## src/sv/sgm_pkg.sv

```systemverilog
// shared types and constants for the sobel gradient magnitude unit
// no dependencies; used by sgm_grad, the top level and the testbench
`default_nettype none

package sgm_pkg;

  // field widths of the streams
  localparam int PIX_W       = 8;
  localparam int COL_W       = 10;
  localparam int ROW_W       = 12;
  localparam int GRAD_W      = 11;
  localparam int MAG_W       = 11;
  localparam int OUT_TDATA_W = 72;

  // configuration port
  localparam int WIDTH_CFG_W  = 11;
  localparam int HEIGHT_CFG_W = 12;
  localparam int CFG_DATA_W   = 12;
  localparam int CFG_IDX_W    = 1;

  // defaults and limits
  localparam int DEFAULT_MAX_WIDTH = 1024;
  localparam int RESET_WIDTH       = 640;
  localparam int RESET_HEIGHT      = 480;
  localparam int MIN_DIM           = 3;

  // register indexes of the configuration port
  typedef enum logic [CFG_IDX_W-1:0] {
    REG_IMAGE_WIDTH  = 1'b0,
    REG_IMAGE_HEIGHT = 1'b1
  } cfg_reg_t;

  // 3x3 neighborhood around the centre pixel (centre itself not needed)
  typedef struct packed {
    logic [PIX_W-1:0] top_l;
    logic [PIX_W-1:0] top_c;
    logic [PIX_W-1:0] top_r;
    logic [PIX_W-1:0] mid_l;
    logic [PIX_W-1:0] mid_r;
    logic [PIX_W-1:0] bot_l;
    logic [PIX_W-1:0] bot_c;
    logic [PIX_W-1:0] bot_r;
  } window_t;

  // gradient results of one window
  typedef struct packed {
    logic signed [GRAD_W-1:0] grad_x;
    logic signed [GRAD_W-1:0] grad_y;
    logic [MAG_W-1:0]         magnitude;
  } grad_t;

endpackage

`default_nettype wire

```

## src/sv/sgm_grad.sv

```systemverilog
// sobel x/y gradients and shift-add magnitude approximation of one window
// depends on sgm_pkg
`default_nettype none

module sgm_grad (
  input  wire sgm_pkg::window_t win,
  output sgm_pkg::grad_t        grad
);

  localparam int SUM_W = sgm_pkg::PIX_W + 2;
  localparam int WW    = sgm_pkg::GRAD_W + 1;

  logic [SUM_W-1:0]     right_sum, left_sum, bot_sum, top_sum;
  logic signed [WW-1:0] gx, gy;
  logic [WW-1:0]        ax, ay, mn, mag;

  // weighted 1-2-1 column and row sums
  always_comb begin
    right_sum = SUM_W'(win.top_r) + SUM_W'({win.mid_r, 1'b0}) + SUM_W'(win.bot_r);
    left_sum  = SUM_W'(win.top_l) + SUM_W'({win.mid_l, 1'b0}) + SUM_W'(win.bot_l);
    bot_sum   = SUM_W'(win.bot_l) + SUM_W'({win.bot_c, 1'b0}) + SUM_W'(win.bot_r);
    top_sum   = SUM_W'(win.top_l) + SUM_W'({win.top_c, 1'b0}) + SUM_W'(win.top_r);
  end

  // gradients, absolute values and the smaller term
  always_comb begin
    gx  = $signed(WW'(right_sum)) - $signed(WW'(left_sum));
    gy  = $signed(WW'(bot_sum)) - $signed(WW'(top_sum));
    ax  = gx[WW-1] ? WW'(-gx) : WW'(gx);
    ay  = gy[WW-1] ? WW'(-gy) : WW'(gy);
    mn  = (ax < ay) ? ax : ay;
    mag = ax + ay - (mn >> 1) - (mn >> 2) + (mn >> 4);
  end

  assign grad.grad_x    = gx[sgm_pkg::GRAD_W-1:0];
  assign grad.grad_y    = gy[sgm_pkg::GRAD_W-1:0];
  assign grad.magnitude = mag[sgm_pkg::MAG_W-1:0];

endmodule

`default_nettype wire

```

## config.mk

```make
export PLATFORM = sky130hd
export DESIGN_NAME = sgm_grad
export DESIGN_NICKNAME = d
export VERILOG_FILES = /design/src/sv/sgm_pkg.sv /design/src/sv/sgm_grad.sv
export SDC_FILE = /design/constraint.sdc
export NUM_CORES = 1
export LEC_CHECK = 0
export ABC_CLOCK_PERIOD_IN_PS = 19700
export BUFFER_PORTS_ARGS = -buffer_cell sky130_fd_sc_hd__buf_2
export CELL_PAD_IN_SITES_DETAIL_PLACEMENT = 1
export CELL_PAD_IN_SITES_GLOBAL_PLACEMENT = 1
export CORE_MARGIN = 1.5
export CORE_UTILIZATION = 39
export DETAILED_ROUTE_END_ITERATION = 10
export PLACE_DENSITY_LB_ADDON = 0.1
export SLEW_MARGIN = 15
export SYNTH_ARGS = -nofsm -noshare
export SYNTH_HDL_FRONTEND = slang
export SYNTH_SLANG_ARGS = --single-unit
```

## constraint.sdc

```tcl
create_clock -name vclk -period 19.7
set_input_delay 5.91 -clock vclk [all_inputs]
set_output_delay 5.91 -clock vclk [all_outputs]
set_load 0.02 [all_outputs]
```

After elaboration in Yosys (flattened, before gate mapping) --
Index checks and enable logic that the tools add are counted.
Storage, ports and cells: logic and storage cells 20, register bits 0, input port bits 64, output and inout bits 33
Cells by class: add/subtract/negate cells 16, muxes and demuxes 3, magnitude comparators 1
Operators with widths (count):
- $add 10x8->10 | 4
- $add 8x9->10 | 4
- $mux 12 | 3
- $neg 11->12 | 2
- $sub 10x10->11 | 2
- $lt 12x12->1 | 1
- $add 11x11->11 | 1
- $add 11x8->11 | 1
- $sub 11x10->11 | 1
- $sub 11x11->11 | 1

Logic depth before layout (Yosys ltp) --
Gate-level depths: netlist of run 1.
depth after elaboration 10, gate-level depth with buffers 42, gate-level depth less buffers 41

Worst setup path after synthesis of run 1 --
No wires, ideal clock.
kind input to output, from in win[42] in the netlist's numbering, to out grad[10] in the netlist's numbering, path buffers 1, cell stages on the path 36, arrival 14534 ps, data required time 13790 ps, slack -744 ps, cell sequence inv_1 -> fa_1 -> fa_1 -> inv_1 -> fa_1 -> inv_1 -> ha_1 -> a211oi_2 -> o21bai_2 -> o21ai_4 -> xnor2_2 -> or3b_1 -> o31a_1 -> xor2_1 -> inv_1 -> ha_1 -> a211oi_1 -> nand2_1 -> a211o_1 -> nand2_1 -> buf_2 -> mux2i_1 -> inv_1 -> ha_1 -> fa_1 -> fa_1 -> inv_1 -> ha_1 -> a21o_1 -> a21oi_1 -> o21ai_0 -> o21a_1 -> o21a_1 -> nor2_1 -> o21ai_0 -> xnor3_1
RTL lines:
- start: declaration | line sgm_grad.sv:6 | input wire sgm_pkg::window_t win,
- end: declaration | line sgm_grad.sv:7 | output sgm_pkg::grad_t grad

==> results of run 1 <==
-- final cells by class --
class | instances | area [um^2]
Multi-Input combinational cell | 341 | 4540
Fill cell | 1306 | 3820
Timing Repair Buffer | 257 | 1800
Inverter | 184 | 691
Tap cell | 140 | 175
-- layout by cell type, fill, tap and decap left out, types with 5 or more instances in the layout --
cell,count
a21o_1,7
a21oi_1,10
a21oi_2,5
buf_2,85
buf_4,155
buf_6,15
fa_1,77
fa_2,10
ha_1,33
ha_4,17
inv_1,164
inv_2,20
mux2i_1,5
nand2_1,13
nor2_1,19
nor2_2,6
nor2_4,5
o21a_1,7
o21ai_1,5
xnor2_1,15
xnor2_2,6
xor2_1,10
xor2_2,6
-- path summary, 6_finish.rpt --
kind,from,end,slack [ns]
max,win[6],grad[9],-0.80
min,win[57],grad[11],12.62
-- cells in the mapped netlist (4+ instances only) --
cell | count | share of area (%)
nand2_1 | 17 | 1.4
ha_1 | 52 | 14
a21oi_1 | 17 | 1.9
o21a_1 | 7 | 1.2
o211ai_1 | 4 | 0.67
xor2_1 | 16 | 3.1
o21ai_0 | 13 | 1.4
xnor2_1 | 22 | 4.3
inv_1 | 184 | 15
nor3_1 | 4 | 0.45
a21o_1 | 7 | 1.2
mux2i_1 | 9 | 2.0
nor2_1 | 29 | 2.4
fa_1 | 87 | 39
-- cell families (layout without fill, tap and decap cells) --
family	count (synthesis)	count (layout)	synth area share, %
buf+inv	185	441	15.5
simple gates	71	71	8.00
other cells	2	4	0.167
fa+ha+maj	139	139	53.3
xor+xnor	42	42	9.00
compound gates	73	73	11.3
mux	12	12	2.76
-- what timing repair did --
action | in CTS | in global routing
buffers inserted | 33 | 14
resized for setup | 73 | 80
setup endpoints to repair | 7 | 9
pin swaps | 65 | 62
-- stage by stage --
stage	utilization [%]	instances	worst slack [ns]	TNS (ns)
floorplan	-	526	0.00130	0
global placement	56.3	881	-0.396	-1.14
detailed placement	56.3	881	-0.686	-2.80
CTS	61.2	912	-0.474	-1.98
global route	65.3	922	-1.03	-5.50
finish	65.3	922	-0.801	-3.61
-- metal layers --
layer | routed length, um | vias to the layer above
li1 | - | 2092
met1 | 7350 | 2397
met2 | 10600 | 218
met3 | 955 | 98
met4 | 1250 | 0
met5 | 0 | -
-- tightest hold or removal path, cell delays in order --
cell and delay, ns:
buf_2 0.07, inv_1 0.11, ha_1 0.42, buf_2 0.19
==> impl_metrics.tcl, run 1 <==
set metrics [dict create \
    io_pins 97 \
    dieArea_um2 12200 \
    cp.required_ns 13.79 \
    yosysWarnings 0 \
    use_met1_pct 31.0 \
    clkbuf_count 0 \
    vias_per_cell 5.21 \
    routed_wl_um 20100 \
    hold_depth 4 \
    worst-path-max-fanout 6 \
    met2_usage_pct 52.4 \
    path_buf_inv 9 \
    slowest_delay_ns 0.57 \
    grt_antenna_before_repair 0 \
    hpwl_um 11800 \
    syn_area_um2 4490 \
    status "finished, violations left" \
    start_kind "input pin" \
    placed_area_um2 6210 \
    design_area_um2 7210 \
    core-area_um2 11000 \
    cpLargestDelayFamily "adder cells" \
    ant_nets 0 \
    drtIter0Drc 205 \
    antennaDiodeCount 0 \
    cp_num_cells 40 \
    rows 38 \
    fmax_mhz 48.8 \
    drive_gt1_share_pct 49.7 \
    syn2layout_area_growth_pct 60.5 \
    avgSynthCellArea_um2 8.57 \
    grt_pass1_wl_um 25100 \
    numPortBuffers 97 \
    first_pass_iters 4 \
    holdBufCountCts 0 \
    initial_core_util_pct 40.7 \
    vias 4805 \
    grt_max_degree 7 \
    ff_latch_area_um2 0 \
    die_w_um 110 \
    path_class "input pin to primary output" \
    synth_cells 524 \
    synthDistinctLibCells 55 \
    grt_overflow 0 \
    die_y_um 110 \
    seq_cells 0 \
    slew_viol_final 0 \
    gr-usage-met3_pct 2.00 \
    grt_pass1_vias 5313 \
    violations "negative setup slack" \
    grt_usage_pct 26.9 \
    nets 987 \
    gp_congestion 0.861 \
    grt.busiest_layer "met2" \
    wl_per_cell_um 21.8 \
    setup_slack_ns -0.801 \
    drc 0 \
    finalHoldViolCount 0 \
    min_path_type "input pin to primary output" \
    post-route-period-util_pct 104 \
    setup_viol 8 \
    max-cap-violations 0 \
    hold_ws_ns 12.62 \
    worstPathArrival_ns 14.59 \
    period_minus_slack_ns 20.50 \
    worst_setup_path_end_kind "primary output" \
    rsz0062_at_grt "yes" \
    ys_seq_area_share_pct 0 \
    crit_path_top_delay_cell "fa_2" \
]
Power of run 1 is not shown: default switching activity piles up to over one toggle a cycle in this logic, so the estimate is an artifact.
==> inputs of run 2 (changes only) <==
--- a/config.mk
+++ b/config.mk
@@ -9,6 +9,7 @@
 export BUFFER_PORTS_ARGS = -buffer_cell sky130_fd_sc_hd__buf_2
 export CELL_PAD_IN_SITES_DETAIL_PLACEMENT = 1
 export CELL_PAD_IN_SITES_GLOBAL_PLACEMENT = 1
+export CORE_ASPECT_RATIO = 0.7
 export CORE_MARGIN = 1.5
 export CORE_UTILIZATION = 39
 export DETAILED_ROUTE_END_ITERATION = 10
==> run 2 against run 1 <==
The run still ends with negative setup slack left; core utilization fell by 1.9 points; non-clock buffer count fell by 14; cell area fell by 2.1%; first-iteration DRC count fell by 39%; via count fell by 5.8%; fmax rose by 0.81%; global-route usage fell by 2.4 points; critical path type unchanged; highest routed layer unchanged.
==> impl_metrics.tcl, run 2 (synthesis gave the netlist of run 1 again) <==
set metrics [dict create \
    die_w_um 131 \
    drc 0 \
    mostFrequentLayoutCells "162 x inv_1, 141 x buf_4, 85 x buf_2, 78 x fa_1, 32 x ha_1" \
    setup_slack_ns -0.636 \
    min_path_type "input pin to primary output" \
    routed_wl_um 17300 \
    hold_ws_ns 12.56 \
    cp.required_ns 13.79 \
    grt_pass1_wl_um 24100 \
    hpwl_um 12400 \
    worst_setup_path_end_kind "primary output" \
    nets 973 \
    dp_slack_ns -0.759 \
    io_pins 97 \
    numPortBuffers 97 \
    path_class "input pin to primary output" \
    slew_viol_final 0 \
    core-area_um2 11100 \
    initial_core_util_pct 40.3 \
    post-route-period-util_pct 103 \
    max-cap-violations 0 \
    setup_viol 6 \
    vias 4525 \
    vias_per_cell 4.91 \
    worst-path-max-fanout 3 \
    violations "negative setup slack" \
    grt_antenna_before_repair 0 \
    worstPathArrival_ns 14.43 \
    clkbuf_count 0 \
    die_y_um 92.8 \
    crit_path_top_delay_cell "fa_1" \
    finalSetupTns_ns -2.07 \
    dieArea_um2 12200 \
    rsz0062_at_grt "yes" \
    slowest_delay_ns 0.56 \
    drive_gt1_share_pct 48.8 \
    period_minus_slack_ns 20.34 \
    gp_congestion 0.829 \
    grt_usage_pct 24.5 \
    fillers 1333 \
    holdBufCountCts 0 \
    ant_nets 0 \
    antennaDiodeCount 0 \
    wl_per_cell_um 18.8 \
    drtIter0Drc 125 \
    ff_latch_area_um2 0 \
    seq_cells 0 \
    final_common_cell "inv_1" \
    grt_overflow 0 \
    fmax_mhz 49.2 \
    grt_pass1_vias 5068 \
    crit_top_cell "fa_1" \
    grt_max_degree 8 \
    status "finished, violations left" \
    syn2layout_area_growth_pct 57.2 \
    first_pass_iters 4 \
    finalHoldViolCount 0 \
    start_kind "input pin" \
    rows 32 \
]
-- run 2: cell types whose count changed in the layout (fill, tap and decap cells not counted), sizes merged --
cell	delta
buf	-14
-- run 2: critical path: cells and delay by family --
kind	cells	cell delay, ns
fa+ha+maj	9	3.89
compound gates	10	1.98
buf+inv	13	1.21
simple gates	4	0.80
xor+xnor	2	0.30
mux	1	0.30
-- run 2: through the flow --
step | instance area [um^2] | std cells | util [%]
after floorplan | 4650 | 526 | -
after global placement | 6280 | 901 | 56.4
after detailed placement | 6280 | 901 | 56.4
after CTS | 6610 | 909 | 59.4
after global routing | 7060 | 921 | 63.4
final | 7060 | 921 | 63.4
-- run 2: path summary, 6_finish.rpt --
path | startpoint | end | slack, ns | cells after the start
worst min-delay path | win[57] | grad[11] | 12.56 | 4
worst max-delay path | win[4] | grad[9] | -0.64 | 39
-- run 2: area by class of cell --
cell class                 instances  area (um^2)  share of cell area, %
tap                              153          191                   2.71
inverter                         184          696                   9.86
multi-input combinational        341         4470                   63.4
timing repair buffer             243         1700                   24.0
-- run 2: repair_timing --
action                                 4_1_cts  5_1_grt
setup endpoints to repair                    7        9
resized for setup                           68       74
buffers inserted                             9       15
pin swaps                                   53       80
endpoints found under the hold margin        0        0
-- run 2: routing by layer --
metal  wire length (um)  part of all wire (%)  track usage [%]  vias up
met5                  0                     0                0        -
met4                508                   2.9             2.53        0
met3                785                   4.5             1.04       44
met2               9000                    52             48.2      147
met1               7010                    41             30.7     2272
li1                   -                     -                -     2062
Power of run 2 is left out for the same reason.
